$ cat src/hdl/iic_pkg.sv
// ----------------------------------------------------------------------------
// Integral image package
// Shared widths, register indexes, command and status types, and helpers.
// ----------------------------------------------------------------------------
package iic_pkg;

  localparam int unsigned PixW      = 8;
  localparam int unsigned AccW      = 32;
  localparam int unsigned SumW      = 42;
  localparam int unsigned ValW      = 52;
  localparam int unsigned MaxHeight = 1024;
  localparam int unsigned RowW      = $clog2(MaxHeight);
  localparam int unsigned HeightW   = 11;
  localparam int unsigned PowerW    = 3;
  localparam int unsigned CntW      = 2;
  localparam int unsigned CfgIdxW   = 1;
  localparam int unsigned CfgDataW  = 11;

  localparam logic [CfgIdxW-1:0] CFG_IMAGE_HEIGHT = 1'b0;
  localparam logic [CfgIdxW-1:0] CFG_PIXEL_POWER  = 1'b1;

  localparam logic [HeightW-1:0] HeightReset = HeightW'(MaxHeight);
  localparam logic [PowerW-1:0]  PowerReset  = PowerW'(1);

  typedef struct packed {
    logic load;
    logic rd_en;
    logic step;
    logic add;
    logic finish;
  } iic_cmd_t;

  typedef struct packed {
    logic pow_done;
  } iic_sts_t;

  // Number of extra multiplications for a power code; 0 acts as 1, above 4 as 4.
  function automatic logic [CntW-1:0] extra_mults(input logic [PowerW-1:0] p);
    logic [CntW-1:0] r;
    if (p <= PowerW'(1)) begin
      r = '0;
    end else if (p >= PowerW'(4)) begin
      r = CntW'(3);
    end else begin
      r = CntW'(p - PowerW'(1));
    end
    return r;
  endfunction

  // Index of the last row of a column for a height code, clamped to 1..MaxHeight.
  function automatic logic [RowW-1:0] last_row(input logic [HeightW-1:0] h);
    logic [RowW-1:0] r;
    if (h == '0) begin
      r = '0;
    end else if (h > HeightW'(MaxHeight)) begin
      r = RowW'(MaxHeight - 1);
    end else begin
      r = RowW'(h - HeightW'(1));
    end
    return r;
  endfunction

endpackage

$ cat src/hdl/iic_ctrl.sv
// ----------------------------------------------------------------------------
// Integral image controller
// Sequences one request through read, power, sum and result, and owns the
// input and output handshakes.
// ----------------------------------------------------------------------------
module iic_ctrl (
  input  logic              clk_i,
  input  logic              rst_ni,
  input  logic              in_valid_i,
  output logic              in_ready_o,
  output logic              out_valid_o,
  input  logic              out_ready_i,
  input  iic_pkg::iic_sts_t sts_i,
  output iic_pkg::iic_cmd_t cmd_o
);

  localparam logic [2:0] S_IDLE = 3'd0;
  localparam logic [2:0] S_RD   = 3'd1;
  localparam logic [2:0] S_POW  = 3'd2;
  localparam logic [2:0] S_ADD  = 3'd3;
  localparam logic [2:0] S_DONE = 3'd4;

  logic [2:0] state_q, state_d;
  logic       out_valid_q, out_valid_d;
  logic       out_free;

  assign out_free = !out_valid_q || out_ready_i;

  always_comb begin
    state_d     = state_q;
    out_valid_d = out_valid_q && !out_ready_i;
    cmd_o       = '0;
    case (state_q)
      S_IDLE: begin
        if (in_valid_i) begin
          cmd_o.load = 1'b1;
          state_d    = S_RD;
        end
      end
      S_RD: begin
        cmd_o.rd_en = 1'b1;
        state_d     = S_POW;
      end
      S_POW: begin
        if (sts_i.pow_done) begin
          state_d = S_ADD;
        end else begin
          cmd_o.step = 1'b1;
        end
      end
      S_ADD: begin
        cmd_o.add = 1'b1;
        state_d   = S_DONE;
      end
      S_DONE: begin
        if (out_free) begin
          cmd_o.finish = 1'b1;
          out_valid_d  = 1'b1;
          state_d      = S_IDLE;
        end
      end
      default: state_d = S_IDLE;
    endcase
  end

  always_ff @(posedge clk_i or negedge rst_ni) begin
    if (!rst_ni) begin
      state_q     <= S_IDLE;
      out_valid_q <= 1'b0;
    end else begin
      state_q     <= state_d;
      out_valid_q <= out_valid_d;
    end
  end

  assign in_ready_o  = (state_q == S_IDLE);
  assign out_valid_o = out_valid_q;

  a_accept_starts: assert property (@(posedge clk_i) disable iff (!rst_ni)
    (in_valid_i && in_ready_o) |=> (state_q == S_RD))
    else $error("accepted request did not start a read");

  a_result_from_done: assert property (@(posedge clk_i) disable iff (!rst_ni)
    $rose(out_valid_q) |-> $past(state_q == S_DONE))
    else $error("result appeared without a finished request");

  a_stall_holds: assert property (@(posedge clk_i) disable iff (!rst_ni)
    (state_q == S_DONE && out_valid_q && !out_ready_i) |=> (state_q == S_DONE))
    else $error("request finished over a result not yet taken");

  a_one_cmd: assert property (@(posedge clk_i) disable iff (!rst_ni)
    $onehot0({cmd_o.load, cmd_o.rd_en, cmd_o.step, cmd_o.add, cmd_o.finish}))
    else $error("more than one datapath command at once");

endmodule
$ cat config.mk
export PLATFORM = sky130hd
export DESIGN_NAME = iic_ctrl
export DESIGN_NICKNAME = d
export VERILOG_FILES = /design/src/hdl/iic_pkg.sv /design/src/hdl/iic_ctrl.sv
export SDC_FILE = /design/constraint.sdc
export NUM_CORES = 1
export LEC_CHECK = 0
export BUFFER_PORTS_ARGS = -buffer_cell sky130_fd_sc_hd__clkbuf_2
export CORE_AREA = 2 2 39 41
export CTS_BUF_LIST = sky130_fd_sc_hd__clkbuf_8
export CTS_CLUSTER_DIAMETER = 80
export DETAILED_ROUTE_END_ITERATION = 10
export DIE_AREA = 0 0 41 43
export GPL_TIMING_DRIVEN = 0
export PLACE_DENSITY_LB_ADDON = 0.1
export SLEW_MARGIN = 0
export SYNTH_ARGS = -nofsm -noshare
export SYNTH_HDL_FRONTEND = slang
export SYNTH_SLANG_ARGS = --single-unit
$ cat constraint.sdc
create_clock -name clk_i -period 1.4 [get_ports clk_i]
set_input_delay 0.14 -clock clk_i [delete_from_list [all_inputs] [get_ports clk_i]]
set_output_delay 0.14 -clock clk_i [all_outputs]
set_load 0.01 [all_outputs]
== After elaboration in Yosys (flattened, before gate mapping) ==
Cells that the tools add are included.

* Bits in registers: 4
* Output and inout port bits: 7
* Bits of input ports: 5

* Reductions and logical operators: 6
* Mux-type cells: 14
* Equality and inequality tests: 7

{| class="wikitable"
|+ Operators with widths
! operator !! number
|-
| 3-bit one-hot mux with 5 select lines || 1
|-
| 1-bit 2-to-1 mux || 10
|-
| 3-bit 2-to-1 mux || 3
|-
| 3-bit by 2-bit equality test with 1-bit output (second input constant) || 2
|-
| 2-bit inequality test (second input constant) || 3
|-
| 3-bit by 1-bit equality test with 1-bit output (second input constant) || 1
|-
| 3-bit equality test (second input constant) || 1
|-
| 3-bit zero test || 1
|-
| 3-bit AND reduction || 1
|-
| 1-bit zero test || 2
|-
| 1-bit logical AND || 1
|-
| 1-bit logical OR || 1
|}

== Longest topological paths before layout ==
Gate-level depths: netlist (run 1).

* Depth after elaboration: 4
* Gate-level depth with buffers: 3
* Depth with buffers taken out: 2

== Worst setup path after synthesis (run 1) ==
No wires, ideal clock.

* Path type: register to output
* Start point: reg state_q[1]
* End point: out cmd_o[4] (netlist bit)
* Data required time: 1260 ps
* Stages on the path, launching flop included: 4
* Setup slack: 222 ps
* Data arrival time: 1038 ps
* Buffers on the path: 1
* Cell sequence: dfrtp_1 > buf_6 > nor3_1 > and2_1

{| class="wikitable"
|+ RTL lines
! what !! RTL line !! text
|-
| from (decl) || iic_ctrl.sv:23 || <nowiki>logic [2:0] state_q, state_d;</nowiki>
|-
| from (signal assigned) || iic_ctrl.sv:71 || <nowiki>state_q <= state_d;</nowiki>
|-
| to (decl) || iic_ctrl.sv:14 || <nowiki>output iic_pkg::iic_cmd_t cmd_o</nowiki>
|}

==> impl_metrics.ini, run 1 <==
[status]
outcome = complete, no violations

[sta]
timing.fmax_mhz = 717
relSlewSlack = 0.858
whs_ns = 0.245
worst_slew_pin_slew_ns = 0.212
rsz0062_at_grt = true
setup_violations = 0
slew_viol_final = 0
fin_crit_sh = 0.996
min_period_ns = 1.39
hold_viol_final = 0
clock_skew_ns = 0.00162

[synthesis]
synth_warnings = 0
syn_area_sq_um = 216
ys_seq_elements = 4
yosysUniqueCellTypes = 15
ys_seq_area_frac = 0.462
avgSynthCellArea_sq_um = 11.4
synth_nets = 24
synth_cells = 19

[critical_path]
slowest_stage = dfrtp_2
critPathArrivalTime_ns = 1.25
required_ns = 1.26
timing.critical_path.buf_inv = 1
start_kind = flop
critPathTopFamily = simple AND/OR/NAND/NOR gates
crit_path_start = state_q[2]
crit_fanout = 7
r2r_start = state_q[2]
cp-end-kind = output pin
critical_path.cell_chain = or3b_4 -> nor2b_2 -> buf_2
critPathKind = flop to output pin
max_stage_delay_ns = 0.41

[global_route]
grt_pass1_wl_um = 848
grt_max_degree = 8
antenna_found_initial = 0
grt_overflow = 0
grt_pass1_vias = 212
grt_usage = 0.0815

[power]
max-vdd-ir-drop_v = 0.000521
p_leak_nw = 0.186
power_mw = 0.858
power_density_mw_per_mm2 = 2360

[clock_network]
htreeDepth = 1
numCtsBuffers = 3
root_buffer = clkbuf_8
clk_pin_slew_ns = 0.03
cts.sinks = 4
clockBufferDepth = 2
cts_tree = done
clock_latency_ns = 0.21

[layout]
drive_gt1_frac = 0.639
final_nets = 43
area_growth_pct = 67.6
num_antenna_cells = 0

[floorplanning]
start_util = 0.156
pin_count = 12
die_area_sq_mm = 0.00176
die_w_um = 41
die_h_um = 43
rows = 14
fp.coreArea_sq_mm = 0.00138

[job]
drv_cap = 0

[detailed_routing]
viasPerCell = 4.00
drc = 0
drtIter0Drc = 0
routedWlPerCell_um = 10.1
antenna_left = 0
vias = 208
drtPass1Iterations = 1
routed_wl_um = 527

[min_path]
min_path_type = input port to flop
worstHoldStart = in_valid_i

[placement]
portBuffers = 11
place_congestion = 0.639
detailed_place_hpwl_um = 366
## placed cells by master, fill, tap and decap left out, drive strengths merged
cell and instances:
nor2 1, nor4b 1, nand2b 1, and3b 1, o21bai 1, nand2 1, xnor2 1, nor3 2
buf 5, dfrtp 4, or3b 1, nor3b 1, nor2b 1, mux2i 1, clkbuf 12, dlygate4sd3 1
and2 1
## tightest hold or removal path: cells and delay by family
| kind | cells | cell delay [ns] |
|---|---|---|
| muxes | 1 | 0.13 |
| buffers and inverters | 1 | 0.09 |
| and+or+nand+nor | 1 | 0.06 |
## what timing repair did
item                                    CTS  global route
setup buffers                             3             0
gates resized for setup                   2             3
hold buffers                              1             0
endpoints found under the setup margin    1             3
hold endpoints to repair                  4             0
pin swaps                                 1             1
## registers in the layout, summed over array words and instances (netlist names)
| signal | count |
|---|---|
| state_q | 3 |
| out_valid_o | 1 |
## per-stage QoR
stage          cell area (sq um)   util  setup slack (ns)  TNS (ns)  cells
2_1_floorplan                216      -             0.222         0     19
3_3_place_gp                 292  0.211             0.133         0     46
3_5_place_dp                 292  0.211             0.133         0     46
4_1_cts                      368  0.266           -0.0439   -0.0439     53
5_1_grt                      363  0.262           -0.0545   -0.0972     52
6_report                     363  0.262           0.00550         0     52
## final timing paths
kind                          endpoint  slack, ns  cells after the start
max in group asynchronous   state_q[0]       1.00                      2
setup reg to reg            state_q[2]       0.27                      3
hold / removal              state_q[0]       0.25                      3
min in group asynchronous  out_valid_o       0.26                      2
hold reg to reg             state_q[1]       0.52                      1
setup / recovery              cmd_o[0]      0.005                      3
## cells in the mapped netlist (all sizes together)
library cell  n  area (sq um)
dfrtp         4           100
mux2i         1          10.0
nand2         1          3.75
nor2          1          3.75
or3b          1          11.3
o21bai        1          11.3
buf           1          11.3
nor3          2          10.0
and3b         1          8.76
xnor2         1          8.76
nor2b         1          8.76
and2          1          6.26
nor3b         1          7.51
nor4b         1          8.76
nand2b        1          6.26
## power by group
| group | leakage (nW) | internal, mW | switching (mW) |
|---|---|---|---|
| combinational | 0.116 | 0.208 | 0.184 |
| sequential | 0.0490 | 0.175 | 0.0528 |
| clock | 0.0216 | 0.183 | 0.0548 |
## layout make-up
type	count	area (sq um)
timing repair buffer	15	87.6
clock buffer	3	41.3
sequential	4	103
tap	16	20.0
fill	157	1020
multi-input combinational	14	111
## cells by family after synthesis
| logic type | after synthesis | synth area share |
|---|---|---|
| simple gates | 11 | 0.347 |
| compound gates | 1 | 0.0520 |
| flops | 4 | 0.462 |
| mux | 1 | 0.0462 |
| buf+inv | 1 | 0.0520 |
| xor+xnor | 1 | 0.0405 |
## routing by layer
layer  share of wire  GRT usage
met2            0.51      0.103
met4           0.027      0.120
met5               0          0
met1            0.39     0.0777
met3           0.074     0.0314
(Power assumes the default switching activity.)
==> run 2, diff against run 1 <==
--- a/config.mk
+++ b/config.mk
@@ -5,6 +5,7 @@
 export SDC_FILE = /design/constraint.sdc
 export NUM_CORES = 1
 export LEC_CHECK = 0
+export ABC_AREA = 1
 export BUFFER_PORTS_ARGS = -buffer_cell sky130_fd_sc_hd__clkbuf_2
 export CORE_AREA = 2 2 39 41
 export CTS_BUF_LIST = sky130_fd_sc_hd__clkbuf_8
@@ -12,6 +13,7 @@
 export DETAILED_ROUTE_END_ITERATION = 10
 export DIE_AREA = 0 0 41 43
 export GPL_TIMING_DRIVEN = 0
+export MAX_ROUTING_LAYER = met4
 export PLACE_DENSITY_LB_ADDON = 0.1
 export SLEW_MARGIN = 0
 export SYNTH_ARGS = -nofsm -noshare
==> run 2 against run 1 <==
Via count increased by 8.7%. Non-clock buffer count decreased by 3. Area after synthesis increased by 2.3%. Die area unchanged. Largest cell class is now sequential cells. Largest power group unchanged.
==> impl_metrics.ini, run 2 <==
[synthesis]
ys_seq_area_frac = 0.452
synth_top_area_share = 0.452
yosysUniqueCellTypes = 11
synth_warnings = 0
syn_area_sq_um = 221
yosys-top-cells-area = dfrtp_1 45%, nor2_1 10%, nand3_2 9.0%
async_reset_ff_frac = 1.00
synth_nets = 34
yosysTopAreaCell = dfrtp_1
synth_common_cells = 6 x nor2_1, 5 x inv_1, 4 x dfrtp_1
avgSynthCellArea_sq_um = 7.64
synth_cells = 29
ys_seq_elements = 4
yosysMostFrequentCell = nor2_1
synth_edf_count = 0
yosys_most_used_dff = dfrtp_1

[detailed_routing]
drc = 0
vias = 226
antenna_left = 0
routed_wl_um = 488
routedWlPerCell_um = 8.13
drtIter0Drc = 2
drtPass1Iterations = 4
viasPerCell = 3.77

[power]
p_sw_frac = 0.403
power_density_mw_per_mm2 = 2360
clkPwrFrac = 0.288
power.internal_mw = 0.490
combPwrFrac = 0.430
max-vdd-ir-drop_v = 0.000634
power_mw = 0.821
switchingPower_mw = 0.331
p_leak_nw = 0.194
seq_power_share = 0.282

[sta]
relSlewSlack = 0.850
fin_tns_setup_ns = 0
fin_ws_ns = 0.0876
timing.fmax_mhz = 762
hold_viol_final = 0
rsz0062_at_grt = false
setup_violations = 0
fin_crit_sh = 0.937
clock_skew_ns = 0.00182
worst_slew_pin_slew_ns = 0.224
slew_viol_final = 0
min_period_ns = 1.31

[min_path]
hold_path_depth = 2
worstHoldStart = out_ready_i
min_path_type = input port to flop
holdPathEnd = out_valid_o

[critical_path]
r2r_start = state_q[2]
required_ns = 1.26
start_kind = flop
critPathTopFamily = flip-flops
slowest_stage = dfrtp_1
reg2regPathDepth = 4
ff2ff_setup_slack_ns = 0.43
crit_fanout = 4
critPathArrivalTime_ns = 1.17
critPathKind = flop to output pin
critical_path.cell_chain = nor2_2 -> inv_2 -> nor3_1 -> clkbuf_2
max_stage_delay_ns = 0.41
cp-end-kind = output pin
rr_endpoint = state_q[0]
timing.critical_path.buf_inv = 2

[clock_network]
cts_setup_buffers = 0
clock_latency_ns = 0.21
htreeDepth = 1
cts_tree = done
holdBufCountCts = 1
clockBufferDepth = 2
clk_pin_slew_ns = 0.03
root_buffer = clkbuf_8
cts.sinks = 4
cts_resized = 0
numCtsBuffers = 3

[global_route]
grt_pass1_wl_um = 855
grt_pass1_vias = 234
antenna_found_initial = 0
grt_overflow = 0
grt_usage = 0.0775
grt_max_degree = 7

[layout]
top_register = state_q
area_growth_pct = 57.1
final_common_cell = clkbuf_2
largest_reg_flops = 3
final_cell_mix = 11 x clkbuf_2, 6 x nor2_1, 5 x inv_1
drive_gt1_frac = 0.455
final_nets = 51
num_antenna_cells = 0

[floorplanning]
die_area_sq_mm = 0.00176
die_h_um = 43
start_util = 0.160
rows = 14
pin_count = 12
die_w_um = 41
fp.coreArea_sq_mm = 0.00138

[placement]
detailed_place_hpwl_um = 420
place_congestion = 0.679
portBuffers = 11
post-place-ws_ns = 0.295

[status]
outcome = complete, no violations

[job]
drv_cap = 0
-- run 2: changes by cell type after synthesis, moves of 2 or more --
| cell | change |
|---|---|
| inv_1 | +5 |
| inv_2 | +2 |
| nand3_1 | +2 |
| nand3_2 | +2 |
| nor2_1 | +5 |
| nor2_2 | +2 |
| o21ai_0 | +2 |
-- run 2: through the flow --
stage	area [sq um]	util	std cells	hold WS, ns
final	348	0.251	60	0.147
after detailed placement	297	0.214	56	-0.0499
after global placement	297	0.214	56	-0.0515
after CTS	348	0.251	60	0.152
after global routing	348	0.251	60	0.169
after floorplan	221	-	29	-0.156
-- run 2: routing by layer --
metal | global-route usage | wire [um] | up-vias
li1 | - | - | 119
met1 | 0.0912 | 199 | 99
met2 | 0.100 | 256 | 8
met3 | 0.0157 | 32 | 0
met4 | 0.0800 | 0 | 0
met5 | - | 0 | -
-- run 2: area by class of cell --
class	count	area, sq um
inverters	7	26.3
repair buffers	12	65.1
well taps	16	20.0
multi-input cells	18	95.1
fillers	161	1040
flip-flops and latches	4	100
clock buffers	3	41.3
-- run 2: logic make-up (layout without fill, tap and decap cells) --
group / after synthesis / in the layout / synth area share
compound gates: 3 / 3 / 0.0791
simple gates: 15 / 15 / 0.350
buf+inv: 7 / 22 / 0.119
flops: 4 / 4 / 0.452
-- run 2: power by group through the flow --
stage,sequential [mW],combinational [mW],clock [mW]
3_5_place_dp,0.236,0.358,0
6_report,0.232,0.353,0.237
5_1_grt,0.244,0.404,0.252
4_1_cts,0.235,0.361,0.243
2_1_floorplan,0.230,0.231,0
3_3_place_gp,0.236,0.358,0
-- run 2: how the worst max path moves through the flow --
stage	cells after the start	slack [ns]	end	from
CTS	4	0.07	cmd_o[4]	state_q[2]
global placement	4	0.31	cmd_o[4]	state_q[2]
finish	4	0.09	cmd_o[4]	state_q[2]
global route	4	0.0000007	cmd_o[4]	state_q[2]
floorplan	3	0.37	cmd_o[4]	state_q[2]
detailed placement	4	0.30	cmd_o[4]	state_q[2]
==> run 3, diff against run 2 <==
==> constraint.sdc (replaced) <==
create_clock -name clk_i -period 1.17 [get_ports clk_i]
set_input_delay 0.117 -clock clk_i [delete_from_list [all_inputs] [get_ports clk_i]]
set_output_delay 0.117 -clock clk_i [all_outputs]
set_load 0.01 [all_outputs]
==> run 3 against run 2 <==
Combinational power grew 110%. The flow now finishes with violations (setup timing). Largest cell class is now buffers. Critical path type unchanged. Core utilization grew 6.2 points. Clock skew shrank 0.00068 ns.
==> impl_metrics.ini, run 3 (synthesis results as in run 2) <==
[power]
max-vdd-ir-drop_v = 0.00100
p_leak_nw = 0.232
power_density_mw_per_mm2 = 3060
power_mw = 1.33

[global_route]
antenna_found_initial = 0
grt_pass1_vias = 250
grt_max_degree = 6
grt_pass1_wl_um = 945
grt_overflow = 0
grt_usage = 0.0878

[detailed_routing]
drtPass1Iterations = 2
viasPerCell = 3.91
vias = 258
routed_wl_um = 612
drtIter0Drc = 3
routedWlPerCell_um = 9.27
antenna_left = 0
drc = 0

[floorplanning]
fp.coreArea_sq_mm = 0.00138
die_h_um = 43
pin_count = 12
start_util = 0.160
die_area_sq_mm = 0.00176
rows = 14
die_w_um = 41

[layout]
final_cell_mix = 6 x buf_2, 5 x inv_1, 5 x nor2_1, 5 x clkbuf_2, 5 x buf_4
num_antenna_cells = 0
final_common_cell = buf_2
drive_gt1_frac = 0.640
final_nets = 57
area_growth_pct = 96.0
largest_reg_flops = 3
top_register = state_q

[clock_network]
clock_latency_ns = 0.22
clk_pin_slew_ns = 0.03
clockBufferDepth = 2
htreeDepth = 1
cts_tree = done
root_buffer = clkbuf_8
cts.sinks = 4
numCtsBuffers = 3

[placement]
post-place-ws_ns = 0.0884
place_congestion = 0.679
detailed_place_hpwl_um = 420
portBuffers = 11

[sta]
whs_ns = 0.118
min_period_ns = 1.21
hold_viol_final = 0
timing.fmax_mhz = 826
rsz0062_at_grt = true
relSlewSlack = 0.881
fin_ws_ns = -0.0410
slew_viol_final = 0
clock_skew_ns = 0.00114
fin_crit_sh = 1.04
worst_slew_pin_slew_ns = 0.178
setup_violations = 3

[critical_path]
cp-end-kind = output pin
critPathKind = flop to output pin
reg2regPathDepth = 5
start_kind = flop
crit_fanout = 4
critPathArrivalTime_ns = 1.09
required_ns = 1.05

[min_path]
hold_path_depth = 2
min_path_type = input port to flop

[job]
drv_cap = 0

[status]
outcome = finished, violations left
violations = setup timing
run 3: cell count changes in the layout (fill, tap and decap cells not counted), moves of 2 or more:
cell / delta
nor2_4: +2
dfrtp_2: +3
clkbuf_2: -6
dfrtp_1: -3
buf_2: +6
buf_4: +5
run 3: per-layer routing:
layer / part of all wire / track usage / vias to the layer above
met5: 0 / - / -
met2: 0.52 / 0.122 / 10
li1: - / - / 132
met3: 0.059 / 0.0157 / 2
met1: 0.39 / 0.0912 / 114
met4: 0.031 / 0.100 / 0
run 3: worst max-delay path, stage by stage, from the launching register on:
cell	delay, ns
dfrtp_2	0.43
nor2_4	0.15
inv_2	0.06
nor3_2	0.09
buf_2	0.14
run 3: cell type report:
cell class                      count  area [sq um]
Sequential cell                     4           104
Timing Repair Buffer               18           123
Multi-Input combinational cell     18           118
Inverter                            7          28.8
Clock buffer                        3          41.3
Fill cell                         156           950
Tap cell                           16          20.0
run 3: worst paths after layout:
check | start | end | slack (ns)
max | state_q[2] | cmd_o[4] | -0.04
min | out_ready_i | out_valid_o | 0.12
max reg2reg | state_q[2] | state_q[1] | 0.05
min reg2reg | out_valid_o | out_valid_o | 0.55
max in group asynchronous | rst_ni | state_q[1] | 0.80
min in group asynchronous | rst_ni | state_q[2] | 0.24
run 3: stage by stage:
stage	TNS, ns	util	area, sq um	std cells
final	-0.0601	0.314	434	66
after global routing	-0.245	0.314	434	66
after CTS	-0.0774	0.288	398	63
after detailed placement	0	0.214	297	56
after global placement	0	0.214	297	56
after floorplan	0	-	221	29
run 3: repair_timing:
| item | 4_1_cts | 5_1_grt |
|---|---|---|
| hold buffers | 1 | 0 |
| pin swaps | 1 | 2 |
| gates resized for setup | 5 | 10 |
| endpoints found under the hold margin | 4 | 0 |
| setup endpoints to repair | 4 | 6 |
| buffers inserted | 3 | 3 |
run 3: power by group:
| group | internal, mW | total [mW] | switching (mW) |
|---|---|---|---|
| Sequential | 0.213 | 0.300 | 0.0866 |
| Combinational | 0.386 | 0.733 | 0.347 |
| Clock | 0.220 | 0.298 | 0.0779 |
| Total | 0.818 | 1.33 | 0.512 |
